$ cat config.mk
export PLATFORM = sky130hd
export DESIGN_NAME = graph_adjacency_degree_tracker_flat
export DESIGN_NICKNAME = d
export VERILOG_FILES = /design/src/rtl/gdt_pkg.sv /design/src/rtl/gdt_if.sv /design/src/rtl/gdt_cfg.sv /design/src/rtl/gdt_dp.sv /design/src/rtl/gdt_ctrl.sv /design/src/rtl/graph_adjacency_degree_tracker.sv /design/src/flat_wrapper.sv
export SDC_FILE = /design/constraint.sdc
export NUM_CORES = 1
export LEC_CHECK = 0
export BUFFER_PORTS_ARGS = -buffer_cell sky130_fd_sc_hd__buf_2
export CAP_MARGIN = 30
export CORE_MARGIN = 2
export CORE_UTILIZATION = 25
export CTS_CLUSTER_SIZE = 24
export DETAILED_ROUTE_END_ITERATION = 7
export GPL_TIMING_DRIVEN = 0
export PLACE_DENSITY = 0.4
export SKIP_CTS_REPAIR_TIMING = 1
export SLEW_MARGIN = 25
export SYNTH_ARGS = -nofsm -noshare
export SYNTH_HDL_FRONTEND = slang
export SYNTH_SLANG_ARGS = --single-unit
$ cat constraint.sdc
create_clock -name clk_i -period 4.1 [get_ports clk_i]
set_clock_uncertainty 0.2 [all_clocks]
set_input_delay 0 -clock clk_i [delete_from_list [all_inputs] [get_ports clk_i]]
set_output_delay 0 -clock clk_i [all_outputs]
set_load 0.05 [all_outputs]
$ cat src/rtl/gdt_pkg.sv
package gdt_pkg;

  // Built graph size and the widths that follow from it.
  localparam int MAX_NODES = 16;
  localparam int IDX_W     = (MAX_NODES > 1) ? $clog2(MAX_NODES) : 1;
  localparam int CNT_W     = $clog2(MAX_NODES + 1);
  localparam int DEG_W     = IDX_W;

  // Fixed field widths of the item and result.
  localparam int NODE_W      = 4;
  localparam int CFG_W       = 5;
  localparam int MASK_W      = 16;
  localparam int DEG_OUT_W   = 4;
  localparam int DEG_OUT_MAX = 15;
  localparam int NC_W        = (CNT_W > CFG_W) ? CNT_W : CFG_W;
  localparam int CMP_W       = (NC_W > NODE_W) ? NC_W : NODE_W;

  // Configuration port.
  localparam int REG_W     = 32;
  localparam int ADDR_W    = 3;
  localparam int REG_IDX_W = ADDR_W - 2;
  localparam logic [REG_IDX_W-1:0] REG_NODE_COUNT = '0;
  localparam logic [CFG_W-1:0]     NODE_COUNT_RST = CFG_W'(16);

  // Item kinds and result status codes.
  typedef enum logic {
    KIND_INSERT = 1'b0,
    KIND_REPORT = 1'b1
  } kind_e;

  typedef enum logic [1:0] {
    ST_ADDED     = 2'd0,
    ST_INVALID   = 2'd1,
    ST_DUPLICATE = 2'd2,
    ST_REPORT    = 2'd3
  } status_e;

  // Commands from the controller to the datapath.
  typedef struct packed {
    logic capture;
    logic update;
    logic step;
    logic load;
  } dp_cmd_t;

  // Status from the datapath to the controller.
  typedef struct packed {
    logic empty;
    logic sweep_last;
  } dp_stat_t;

endpackage

$ cat src/rtl/gdt_if.sv
// Input item channel: an edge insert or a report request.
interface gdt_in_if;
  import gdt_pkg::*;

  logic              valid;
  logic              ready;
  logic              kind;
  logic [NODE_W-1:0] node_a;
  logic [NODE_W-1:0] node_b;

  modport source(output valid, kind, node_a, node_b, input ready);
  modport sink(input valid, kind, node_a, node_b, output ready);
endinterface

// Result item channel: status and graph statistics.
interface gdt_out_if;
  import gdt_pkg::*;

  logic                 valid;
  logic                 ready;
  logic [1:0]           status;
  logic [NODE_W-1:0]    busiest_node;
  logic [DEG_OUT_W-1:0] busiest_degree;
  logic [MASK_W-1:0]    isolated_mask;
  logic                 is_regular;

  modport source(output valid, status, busiest_node, busiest_degree, isolated_mask,
                 is_regular, input ready);
  modport sink(input valid, status, busiest_node, busiest_degree, isolated_mask,
               is_regular, output ready);
endinterface

$ cat src/rtl/gdt_cfg.sv
module gdt_cfg (
  input  logic                        clk_i,
  input  logic                        rst_ni,
  input  logic                        psel,
  input  logic                        penable,
  input  logic                        pwrite,
  input  logic [gdt_pkg::ADDR_W-1:0]  paddr,
  input  logic [gdt_pkg::REG_W-1:0]   pwdata,
  output logic [gdt_pkg::REG_W-1:0]   prdata,
  output logic                        pready,
  output logic [gdt_pkg::CFG_W-1:0]   node_count_o
);
  import gdt_pkg::*;

  logic                 wr_en;
  logic [REG_IDX_W-1:0] reg_idx;
  logic [CFG_W-1:0]     node_count_q;

  assign reg_idx = paddr[ADDR_W-1:2];
  assign wr_en   = psel && penable && pwrite;
  assign pready  = 1'b1;

  // The node count register, written in the access cycle.
  always_ff @(posedge clk_i or negedge rst_ni) begin
    if (!rst_ni) begin
      node_count_q <= NODE_COUNT_RST;
    end else if (wr_en && (reg_idx == REG_NODE_COUNT)) begin
      node_count_q <= pwdata[CFG_W-1:0];
    end
  end

  // Read decode.
  always_comb begin
    unique case (reg_idx)
      REG_NODE_COUNT: prdata = REG_W'(node_count_q);
      default:        prdata = '0;
    endcase
  end

  assign node_count_o = node_count_q;
endmodule

$ cat src/rtl/gdt_dp.sv
module gdt_dp (
  input  logic                          clk_i,
  input  logic                          rst_ni,
  input  gdt_pkg::dp_cmd_t              cmd_i,
  output gdt_pkg::dp_stat_t             stat_o,
  input  logic                          kind_i,
  input  logic [gdt_pkg::NODE_W-1:0]    node_a_i,
  input  logic [gdt_pkg::NODE_W-1:0]    node_b_i,
  input  logic [gdt_pkg::CFG_W-1:0]     node_count_i,
  output logic [1:0]                    status_o,
  output logic [gdt_pkg::NODE_W-1:0]    busiest_node_o,
  output logic [gdt_pkg::DEG_OUT_W-1:0] busiest_degree_o,
  output logic [gdt_pkg::MASK_W-1:0]    isolated_mask_o,
  output logic                          is_regular_o
);
  import gdt_pkg::*;

  // Graph state.
  logic [MAX_NODES-1:0] adj_q [MAX_NODES];
  logic [DEG_W-1:0]     deg_q [MAX_NODES];

  // Captured item.
  logic              kind_q;
  logic [NODE_W-1:0] a_q;
  logic [NODE_W-1:0] b_q;

  // Sweep accumulators.
  status_e           status_q;
  logic [CNT_W-1:0]  idx_q;
  logic [IDX_W-1:0]  best_q;
  logic [DEG_W-1:0]  best_deg_q;
  logic [MASK_W-1:0] mask_q;
  logic              regular_q;

  // Result register.
  logic [1:0]           res_status_q;
  logic [NODE_W-1:0]    res_node_q;
  logic [DEG_OUT_W-1:0] res_deg_q;
  logic [MASK_W-1:0]    res_mask_q;
  logic                 res_regular_q;

  logic [NC_W-1:0]   nc_ext;
  logic [NC_W-1:0]   nc_clip;
  logic [CNT_W-1:0]  n_act;
  logic [IDX_W-1:0]  a_idx;
  logic [IDX_W-1:0]  b_idx;
  logic              a_in;
  logic              b_in;
  status_e           status_d;
  logic              add_edge;
  logic [DEG_W-1:0]  cur_deg;
  logic [MASK_W-1:0] mask_hit;

  // Number of active nodes: the register limited to the built size.
  assign nc_ext  = NC_W'(node_count_i);
  assign nc_clip = (nc_ext < NC_W'(MAX_NODES)) ? nc_ext : NC_W'(MAX_NODES);
  assign n_act   = CNT_W'(nc_clip);

  // Endpoint checks and the duplicate lookup.
  assign a_idx = IDX_W'(a_q);
  assign b_idx = IDX_W'(b_q);
  assign a_in  = CMP_W'(a_q) < CMP_W'(n_act);
  assign b_in  = CMP_W'(b_q) < CMP_W'(n_act);

  always_comb begin
    if (kind_q == KIND_REPORT) begin
      status_d = ST_REPORT;
    end else if ((a_q == b_q) || !a_in || !b_in) begin
      status_d = ST_INVALID;
    end else if (adj_q[a_idx][b_idx]) begin
      status_d = ST_DUPLICATE;
    end else begin
      status_d = ST_ADDED;
    end
  end

  assign add_edge = cmd_i.update && (status_d == ST_ADDED);

  // Matrix bits and degree counters; each row updates in place.
  always_ff @(posedge clk_i or negedge rst_ni) begin
    if (!rst_ni) begin
      for (int j = 0; j < MAX_NODES; j++) begin
        adj_q[j] <= '0;
        deg_q[j] <= '0;
      end
    end else if (add_edge) begin
      for (int j = 0; j < MAX_NODES; j++) begin
        if (IDX_W'(j) == a_idx) begin
          adj_q[j][b_idx] <= 1'b1;
        end
        if (IDX_W'(j) == b_idx) begin
          adj_q[j][a_idx] <= 1'b1;
        end
        if ((IDX_W'(j) == a_idx) || (IDX_W'(j) == b_idx)) begin
          deg_q[j] <= deg_q[j] + DEG_W'(1);
        end
      end
    end
  end

  // Item capture on acceptance.
  always_ff @(posedge clk_i) begin
    if (cmd_i.capture) begin
      kind_q <= kind_i;
      a_q    <= node_a_i;
      b_q    <= node_b_i;
    end
  end

  // Degree of the node under the sweep pointer, and its isolated-mask bit.
  assign cur_deg = deg_q[idx_q[IDX_W-1:0]];

  always_comb begin
    for (int k = 0; k < MASK_W; k++) begin
      mask_hit[k] = (int'(idx_q) == k) && (cur_deg == '0);
    end
  end

  // Sweep over the active nodes, one per cycle.
  always_ff @(posedge clk_i) begin
    if (cmd_i.update) begin
      status_q   <= status_d;
      idx_q      <= '0;
      best_q     <= '0;
      best_deg_q <= '0;
      mask_q     <= '0;
      regular_q  <= 1'b1;
    end else if (cmd_i.step) begin
      if (cur_deg > best_deg_q) begin
        best_q     <= idx_q[IDX_W-1:0];
        best_deg_q <= cur_deg;
      end
      mask_q <= mask_q | mask_hit;
      if (cur_deg != deg_q[0]) begin
        regular_q <= 1'b0;
      end
      idx_q <= idx_q + CNT_W'(1);
    end
  end

  // Result register, loaded once the output slot is free.
  always_ff @(posedge clk_i) begin
    if (cmd_i.load) begin
      res_status_q  <= status_q;
      res_node_q    <= NODE_W'(best_q);
      res_deg_q     <= (int'(best_deg_q) > DEG_OUT_MAX) ? DEG_OUT_W'(DEG_OUT_MAX)
                                                        : DEG_OUT_W'(best_deg_q);
      res_mask_q    <= mask_q;
      res_regular_q <= regular_q;
    end
  end

  assign stat_o.empty      = (n_act == '0);
  assign stat_o.sweep_last = (idx_q == (n_act - CNT_W'(1)));

  assign status_o         = res_status_q;
  assign busiest_node_o   = res_node_q;
  assign busiest_degree_o = res_deg_q;
  assign isolated_mask_o  = res_mask_q;
  assign is_regular_o     = res_regular_q;
endmodule

$ cat src/rtl/gdt_ctrl.sv
module gdt_ctrl (
  input  logic              clk_i,
  input  logic              rst_ni,
  input  logic              in_valid_i,
  output logic              in_ready_o,
  output logic              out_valid_o,
  input  logic              out_ready_i,
  output gdt_pkg::dp_cmd_t  cmd_o,
  input  gdt_pkg::dp_stat_t stat_i
);
  import gdt_pkg::*;

  typedef enum logic [1:0] {
    S_IDLE,
    S_UPDATE,
    S_SWEEP,
    S_DONE
  } state_e;

  state_e state_q;
  logic   in_ready_q;
  logic   out_valid_q;
  logic   accept;
  logic   out_free;

  assign accept   = in_valid_i && in_ready_q;
  assign out_free = !out_valid_q || out_ready_i;

  // Datapath commands.
  assign cmd_o.capture = accept;
  assign cmd_o.update  = (state_q == S_UPDATE);
  assign cmd_o.step    = (state_q == S_SWEEP);
  assign cmd_o.load    = (state_q == S_DONE) && out_free;

  // Sequencer with the handshake flags.
  always_ff @(posedge clk_i or negedge rst_ni) begin
    if (!rst_ni) begin
      state_q     <= S_IDLE;
      in_ready_q  <= 1'b1;
      out_valid_q <= 1'b0;
    end else begin
      // A taken result clears the flag unless a new one is loaded in its place.
      if (out_valid_q && out_ready_i && !cmd_o.load) begin
        out_valid_q <= 1'b0;
      end
      unique case (state_q)
        S_IDLE: begin
          if (accept) begin
            in_ready_q <= 1'b0;
            state_q    <= S_UPDATE;
          end
        end
        S_UPDATE: begin
          state_q <= stat_i.empty ? S_DONE : S_SWEEP;
        end
        S_SWEEP: begin
          if (stat_i.sweep_last) begin
            state_q <= S_DONE;
          end
        end
        S_DONE: begin
          if (out_free) begin
            out_valid_q <= 1'b1;
            in_ready_q  <= 1'b1;
            state_q     <= S_IDLE;
          end
        end
        default: begin
          state_q <= S_IDLE;
        end
      endcase
    end
  end

  assign in_ready_o  = in_ready_q;
  assign out_valid_o = out_valid_q;
endmodule

$ cat src/rtl/graph_adjacency_degree_tracker.sv
// Degree tracker for an undirected graph of up to MAX_NODES nodes, kept as a
// symmetric bit adjacency matrix and one degree counter per node in flip-flops
// that reset clears at once, so no clearing pass follows reset. Every item
// (edge insert or report) gives one result with its status, the lowest-index
// busiest active node and its degree, the isolated-node mask and a regularity
// flag. From acceptance to a valid result an item is checked and its edge
// inserted, the degree counters are swept, one active node per cycle
// (node_count limited to MAX_NODES), and the result register is loaded once
// the output slot is free. One item is worked on at a time, and the next is
// accepted as soon as the result is loaded, even while it still waits to be
// taken. Write node_count only while the block is idle.
module graph_adjacency_degree_tracker (
  input  logic                       clk_i,
  input  logic                       rst_ni,
  gdt_in_if.sink                     in_i,
  gdt_out_if.source                  out_o,
  input  logic                       psel,
  input  logic                       penable,
  input  logic                       pwrite,
  input  logic [gdt_pkg::ADDR_W-1:0] paddr,
  input  logic [gdt_pkg::REG_W-1:0]  pwdata,
  output logic [gdt_pkg::REG_W-1:0]  prdata,
  output logic                       pready
);
  import gdt_pkg::*;

  dp_cmd_t          cmd;
  dp_stat_t         stat;
  logic [CFG_W-1:0] node_count;
  logic             in_ready;
  logic             out_valid;

  // Configuration register.
  gdt_cfg u_cfg (
    .clk_i        (clk_i),
    .rst_ni       (rst_ni),
    .psel         (psel),
    .penable      (penable),
    .pwrite       (pwrite),
    .paddr        (paddr),
    .pwdata       (pwdata),
    .prdata       (prdata),
    .pready       (pready),
    .node_count_o (node_count)
  );

  // Sequencer.
  gdt_ctrl u_ctrl (
    .clk_i       (clk_i),
    .rst_ni      (rst_ni),
    .in_valid_i  (in_i.valid),
    .in_ready_o  (in_ready),
    .out_valid_o (out_valid),
    .out_ready_i (out_o.ready),
    .cmd_o       (cmd),
    .stat_i      (stat)
  );

  // Matrix, counters and statistics sweep.
  gdt_dp u_dp (
    .clk_i            (clk_i),
    .rst_ni           (rst_ni),
    .cmd_i            (cmd),
    .stat_o           (stat),
    .kind_i           (in_i.kind),
    .node_a_i         (in_i.node_a),
    .node_b_i         (in_i.node_b),
    .node_count_i     (node_count),
    .status_o         (out_o.status),
    .busiest_node_o   (out_o.busiest_node),
    .busiest_degree_o (out_o.busiest_degree),
    .isolated_mask_o  (out_o.isolated_mask),
    .is_regular_o     (out_o.is_regular)
  );

  assign in_i.ready  = in_ready;
  assign out_o.valid = out_valid;
endmodule

$ cat src/flat_wrapper.sv
// flat-port wrapper written by rule: the top's interface ports become plain ports
module graph_adjacency_degree_tracker_flat import gdt_pkg::*;
  (clk_i, rst_ni, psel, penable, pwrite, paddr, pwdata, prdata, pready, in_i_valid, in_i_kind, in_i_node_a, in_i_node_b, in_i_ready, out_o_valid, out_o_status, out_o_busiest_node, out_o_busiest_degree, out_o_isolated_mask, out_o_is_regular, out_o_ready);
  gdt_in_if in_i_i ();
  gdt_out_if out_o_i ();
  input  logic clk_i;
  input  logic rst_ni;
  input  logic psel;
  input  logic penable;
  input  logic pwrite;
  input  logic [gdt_pkg::ADDR_W-1:0] paddr;
  input  logic [gdt_pkg::REG_W-1:0] pwdata;
  output logic [gdt_pkg::REG_W-1:0] prdata;
  output logic pready;
  input wire logic [$bits(in_i_i.valid)-1:0] in_i_valid;
  input wire logic [$bits(in_i_i.kind)-1:0] in_i_kind;
  input wire logic [$bits(in_i_i.node_a)-1:0] in_i_node_a;
  input wire logic [$bits(in_i_i.node_b)-1:0] in_i_node_b;
  output wire logic [$bits(in_i_i.ready)-1:0] in_i_ready;
  output wire logic [$bits(out_o_i.valid)-1:0] out_o_valid;
  output wire logic [$bits(out_o_i.status)-1:0] out_o_status;
  output wire logic [$bits(out_o_i.busiest_node)-1:0] out_o_busiest_node;
  output wire logic [$bits(out_o_i.busiest_degree)-1:0] out_o_busiest_degree;
  output wire logic [$bits(out_o_i.isolated_mask)-1:0] out_o_isolated_mask;
  output wire logic [$bits(out_o_i.is_regular)-1:0] out_o_is_regular;
  input wire logic [$bits(out_o_i.ready)-1:0] out_o_ready;
  assign in_i_i.valid = in_i_valid;
  assign in_i_i.kind = in_i_kind;
  assign in_i_i.node_a = in_i_node_a;
  assign in_i_i.node_b = in_i_node_b;
  assign in_i_ready = in_i_i.ready;
  assign out_o_valid = out_o_i.valid;
  assign out_o_status = out_o_i.status;
  assign out_o_busiest_node = out_o_i.busiest_node;
  assign out_o_busiest_degree = out_o_i.busiest_degree;
  assign out_o_isolated_mask = out_o_i.isolated_mask;
  assign out_o_is_regular = out_o_i.is_regular;
  assign out_o_i.ready = out_o_ready;
  graph_adjacency_degree_tracker u_core (.clk_i(clk_i), .rst_ni(rst_ni), .in_i(in_i_i), .out_o(out_o_i), .psel(psel), .penable(penable), .pwrite(pwrite), .paddr(paddr), .pwdata(pwdata), .prdata(prdata), .pready(pready));
endmodule
== Word level (Yosys, flattened, before mapping) ==
Index checks and enable logic that the tools add are counted.

* Register bits after elaboration: 397
* Input port bits: 51
* Output and inout bits: 62
* Word-level logic and storage cells: 321

* Add/sub/neg operators: 18
* Magnitude comparators: 10
* Equal/unequal tests: 54
* Mux-type cells: 76
* Bitwise logic cells: 36
* Reduce and logical (&&, ||, !) cells: 77

{| class="wikitable"
|+ Operators with widths
! kind !! number
|-
| two-way mux 16 bit || 50
|-
| OR 16 bit || 33
|-
| adder 4 x 1 -> 4 bit, second input constant || 16
|-
| binary-select mux 16 bit (select 4 bit) || 1
|-
| == test 4 bit, first input constant || 16
|-
| == test 5 bit, second input constant || 8
|-
| AND reduction 2 bit || 18
|-
| == test 3 x 4 -> 1 bit, first input constant || 8
|-
| logical AND 1 bit || 26
|-
| == test 5 x 4 -> 1 bit, second input constant || 4
|-
| logical OR 1 bit || 19
|-
| binary-select mux 4 bit (select 4 bit) || 1
|-
| == test 2 x 4 -> 1 bit, first input constant || 4
|-
| logical NOT 4 bit || 3
|-
| two-way mux 2 bit || 6
|-
| == test 5 x 3 -> 1 bit, second input constant || 2
|-
| >= comparator 5 bit, second input constant || 2
|-
| logical NOT 5 bit || 2
|-
| < comparator 4 x 5 -> 1 bit || 2
|-
| < comparator 4 x 5 -> 1 bit, second input constant || 2
|-
| two-way mux 5 bit || 2
|-
| NOT 4 -> 5 bit || 2
|-
| two-way mux 1 bit || 9
|-
| demux 1 bit (select 4 bit) || 2
|-
| other kinds (22) || 33
|}

== Depth between registers and ports, before layout ==
* Word-level depth: 14
* Mapped depth: 13
* Mapped depth without buffers: 11

== Hierarchy ==
Synthesis repeated with hierarchy kept, for this count alone.

* Cell total of the unflattened synthesis: 1463
* Area, all modules: 18501.5 µm²

{| class="wikitable"
|+ By module, submodules not included
! module !! instances !! cells each !! area an instance (µm²) !! sequential area each (µm²)
|-
| gdt_dp || 1 || 1390 || 17754.5 || 9749.4
|-
| gdt_cfg || 1 || 46 || 467.9 || 126.4
|-
| gdt_ctrl || 1 || 27 || 279.0 || 101.3
|}

== Worst setup path before layout ==
Ideal clock, no wire load.

* Kind: flip-flop to flip-flop
* From: reg u_core.u_dp.idx_q[0]
* To: reg u_core.u_dp.best_q[0]
* Library setup time: 0.128 ns
* Arrival time: 3.413 ns
* Setup slack: 0.359 ns
* Cell stages (with the launch flop): 12
* Path buffers: 1
* Clock period less this slack: 3.741 ns
* Path through: dfxtp_1 buf_1 mux4_2 mux4_2 ha_1 nor2b_1 o21ai_0 nand2b_1 a21oi_1 nor2_1 mux2i_1 nor2_1

* Word-level cells in the longest chain between the ends: 6

{| class="wikitable"
|+ RTL lines
! what !! line !! text
|-
| start, declared || gdt_dp.sv:29 || <nowiki>logic [CNT_W-1:0] idx_q;</nowiki>
|-
| start signal, assigned || gdt_dp.sv:137 || <nowiki>idx_q <= idx_q + CNT_W'(1);</nowiki>
|-
| NOT 4 -> 5 bit (implied by the code) || gdt_dp.sv:111 || <nowiki>assign cur_deg = deg_q[idx_q[IDX_W-1:0]];</nowiki>
|-
| binary-select mux 4 bit (select 4 bit) || gdt_dp.sv:111 ||
|-
| two-way mux 4 bit (implied by the code) (2 in series) || gdt_dp.sv:111 ||
|-
| named net u_core.u_dp.cur_deg[1] || gdt_dp.sv:51 || <nowiki>logic [DEG_W-1:0] cur_deg;</nowiki>
|-
| > comparator 4 bit || gdt_dp.sv:129 || <nowiki>if (cur_deg > best_deg_q) begin</nowiki>
|-
| AND reduction 2 bit (no source line) || n/a ||
|-
| end signal, assigned || gdt_dp.sv:130 || <nowiki>best_q <= idx_q[IDX_W-1:0];</nowiki>
|-
| end, declared || gdt_dp.sv:30 || <nowiki>logic [IDX_W-1:0] best_q;</nowiki>
|}

The timed path passes the listed nets, and every way through them passes these cells. The select of a mux whose other input is x is not followed.
A chain may end at the register's enable or synchronous reset.

== Final worst setup path ==
* From: reg u_core.u_dp.a_q[1] (netlist: u_core.u_dp.a_idx[1])
* To: reg u_core.u_dp.adj_q[125] (netlist bit)

* Word-level cells in the longest chain between the ends: 11
* Elaborated cells on any way between the ends: 26
* Classes of those cells: order compare (3); eq/ne (2); mux (13); bitwise (2); reduce/logical (6)

{| class="wikitable"
|+ RTL lines
! what !! line !! text
|-
| start, declared || gdt_dp.sv:24 || <nowiki>logic [NODE_W-1:0] a_q;</nowiki>
|-
| start signal, assigned || gdt_dp.sv:105 || <nowiki>a_q <= node_a_i;</nowiki>
|-
| NOT 4 -> 5 bit (implied by the code) || gdt_dp.sv:70 || <nowiki>end else if (adj_q[a_idx][b_idx]) begin</nowiki>
|-
| binary-select mux 16 bit (select 4 bit) || gdt_dp.sv:70 ||
|-
| two-way mux 16 bit (implied by the code) (2 in series) || gdt_dp.sv:70 ||
|-
| binary-select mux 1 bit (select 4 bit) || gdt_dp.sv:70 ||
|-
| two-way mux 1 bit (implied by the code) || gdt_dp.sv:70 ||
|-
| two-way mux 2 bit || gdt_dp.sv:70 ||
|-
| two-way mux 2 bit || gdt_dp.sv:68 || <nowiki>end else if ((a_q == b_q) || !a_in || !b_in) begin</nowiki>
|-
| two-way mux 2 bit || gdt_dp.sv:66 || <nowiki>if (kind_q == KIND_REPORT) begin</nowiki>
|-
| logical NOT 2 bit || gdt_dp.sv:77 || <nowiki>assign add_edge = cmd_i.update && (status_d == ST_ADDED);</nowiki>
|-
| logical AND 1 bit || gdt_dp.sv:77 ||
|-
| end signal, assigned by index || gdt_dp.sv:83 || <nowiki>adj_q[j] <= '0;</nowiki>
|-
| end signal, assigned by index || gdt_dp.sv:89 || <nowiki>adj_q[j][b_idx] <= 1'b1;</nowiki>
|-
| end signal, assigned by index || gdt_dp.sv:92 || <nowiki>adj_q[j][a_idx] <= 1'b1;</nowiki>
|-
| end, declared || gdt_dp.sv:19 || <nowiki>logic [MAX_NODES-1:0] adj_q [MAX_NODES];</nowiki>
|}

Parallel ways exist; a longest one is shown, timed or not. The select of a mux whose other input is x is not followed.

==> reports/results.ini <==
[synthesis]
synth-simple-area-share_pct = 6.32
syn_area_um2 = 18400
synth-xor-area-share_pct = 3.14
synth.most_common_cell = dfrtp_1
yosys.cell_types.count = 55
ys_seq_area_share_pct = 54.2
synth-seq-cells = 397
synthCells = 1490
synth_ff_type = dfrtp_1
synth-compound-area-share_pct = 17.0
yosys-top-cells-count = dfrtp_1, a21o_1, o22ai_1, mux4_2, clkbuf_1
yosys.area.top_type = dfrtp_1
yosys.area_share.adder_pct = 2.51
synth_edf_count = 38
synth_top_family_by_area = compound AO/OA/AOI/OAI gates
synth_mux_area_share_pct = 12.4
async_flop_share_pct = 82.9
synth_top_cell_area_share_pct = 44.4
avgSynthCellArea_um2 = 12.4
yosysWarnings = 0
synth.area.top_cells = dfrtp_1, a21o_1, mux4_2, edfxtp_1, o22ai_1

[drt]
drtAntennaViolNets = 0
drtPass1Iterations = 7
first_iter_violations = 1053
wl_per_cell_um = 25.0
viasPerCell = 5.07
num_vias = 13500
drc = 0
wl_um = 66600

[job]
drv_cap = 0

[timing]
final_hold_viol_count = 0
max_freq_mhz = 253
max_slew_margin_pct = 34.6
fin_crit_ps = 3950
fin_crit_sh_pct = 96.4
rsz0062_at_grt = false
final-max-slew-violation-count = 0
tightest_slew_ps = 982
finalSetupViolCount = 0

[global_route]
grt_pass1_vias = 13500
grt_pass1_wl_um = 96800
gr-total-overflow = 0
grt_max_degree = 88
track_usage_pct = 17.6
antenna_found_initial = 2

[setup_path]
cp_max_fo = 10
cp_top_family = buffers and inverters
critPathMaxStageDelay_ps = 540
critical_path.cell_chain = buf_6, buf_8, buf_8, mux4_2, a31oi_1, nand3_1, o2111a_1, a21oi_4, buf_2, buf_4, a21o_1
crit_buf_inv = 5
worstSetupStartpointType = flop
criticalPathCategory = flop to flop
critPathArrivalTime_ps = 4270
crit_required_ps = 4420
cp_common_cell = buf_8
cp-end-kind = flop
slowest_stage = mux4_2

[layout]
final_util_pct = 30.7
fillCellCount = 7365
multiInputGateArea_um2 = 7760
drive_gt1_share_pct = 18.2
fin_cells = 2661
n_antenna_cell = 0
areaGrowthSynthToFinish_pct = 21.4
nets = 1753
regArea_um2 = 9980

[floorplan]
pin_count = 113
die_h_um = 275
fp-row-count = 99
coreArea_um2 = 73000
initial_core_util_pct = 25.2
die_w_um = 275
die_area_um2 = 75900

[pwr]
p_leak_nw = 11.7
power.total_w = 0.0122
ir_worst_vdd_mv = 0.280
power_per_cell_area_nw_per_um2 = 546
p_sw_share_pct = 33.7
intPower_w = 0.00810
seq_power_share_pct = 39.1
combPwrFrac_pct = 24.9
clockPowerShare_pct = 36.0
p_sw_w = 0.00412

[cts]
cts.path.max_buffers = 3
clock_sinks = 397
cts_tree = built
clock_latency_ps = 610
clockRootBuffer = clkbuf_16
cts_made_buffers = 47
clkTransAtPathRegs_ps = 60
h-tree-depth = 2

[run_status]
status = finished clean

[place]
gp_congestion = 0.916
io_buffers = 55
hpwlAfterDp_um = 47300
dp.cells = 2535

[hold_path]
hp-class = input pin to flop

[worst register-to-register path, stage by stage (launching register included)]
cell and delay [ps]:
edfxtp_1 430, buf_6 200, buf_8 240, buf_8 240, mux4_2 550, a31oi_1 360
nand3_1 220, o2111a_1 410, a21oi_4 300, buf_2 270, buf_4 310, a21o_1 160
[sequential cells by signal, summed over array words and instances (netlist names), 4 cells and up, named ones only]
| signal | flops |
|---|---|
| u_core.u_cfg.node_count_o | 5 |
| u_core.u_dp.a_idx | 4 |
| u_core.u_dp.adj_q | 240 |
| u_core.u_dp.b_idx | 4 |
| u_core.u_dp.best_deg_q | 4 |
| u_core.u_dp.best_q | 4 |
| u_core.u_dp.busiest_degree_o | 4 |
| u_core.u_dp.busiest_node_o | 4 |
| u_core.u_dp.deg_q | 64 |
| u_core.u_dp.idx_q | 5 |
| u_core.u_dp.isolated_mask_o | 16 |
| u_core.u_dp.mask_q | 16 |
[per-layer routing]
metal / GRT usage (%) / vias to the layer above / wire [µm]
li1: - / 5844 / -
met1: 23.8 / 6985 / 29000
met2: 27.1 / 501 / 30500
met3: 3.74 / 149 / 4400
met4: 7.65 / 0 / 2710
met5: 0 / - / 0
[placed cells by master (no fill, tap or decap), types with 48 or more instances in the layout]
cell type	n
o22ai_1	123
mux4_2	68
clkbuf_16	48
clkbuf_1	76
buf_2	63
dfrtp_1	327
nand2_1	64
a21o_1	242
nand3_1	49
xnor2_1	59
[path summary, 6_finish.rpt]
path                                       start                       endpoint  slack, ps  depth (start not counted)
min in group asynchronous                 rst_ni     asynchronous set/reset pin        350                          4
hold reg to reg            u_core.u_dp.best_q[3]  u_core.u_dp.busiest_node_o[3]        230                          0
setup reg to reg            u_core.u_dp.a_idx[1]         u_core.u_dp.adj_q[125]        150                         11
setup / recovery            u_core.u_dp.a_idx[1]         u_core.u_dp.adj_q[125]        150                         11
hold / removal                       out_o_ready      u_core.u_ctrl.out_valid_o         40                          4
max in group asynchronous                 rst_ni   u_core.u_cfg.node_count_o[4]       2500                          5
[power groups by stage]
stage / clock network [W] / logic, W / registers [W]
floorplan: 0 / 0.00161 / 0.00506
global placement: 0 / 0.00288 / 0.00484
detailed placement: 0 / 0.00293 / 0.00485
CTS: 0.00450 / 0.00294 / 0.00478
global route: 0.00467 / 0.00327 / 0.00484
finish: 0.00439 / 0.00305 / 0.00478
[stage by stage]
| step | setup WS [ps] | TNS [ps] | instance area, µm² | hold slack (ps) |
|---|---|---|---|---|
| finish | 147 | 0 | 22400 | 44.9 |
| global route | 19.8 | 0 | 22400 | 80.7 |
| CTS | -1170 | -307860 | 21700 | -927 |
| detailed placement | -1090 | -288920 | 20100 | -292 |
| global placement | -3950 | -1573500 | 20000 | -22.6 |
| floorplan | 359 | 0 | 18500 | -496 |
[area by class of cell]
class	instances	share of cell area (%)
multi-input combinational	951	34.7
sequential	397	44.6
buffer	152	4.14
clock inverter	13	0.934
timing repair buffer	100	3.65
clock buffer	73	6.33
inverter	16	0.268
tap	959	5.36
[cell families after synthesis]
logic type | after synthesis
compound gates | 444
flops | 397
xor+xnor | 66
other cells | 2
buf+inv | 168
fa+ha+maj | 37
mux | 140
simple gates | 236
No activity file was read; power rests on OpenSTA's default activity.
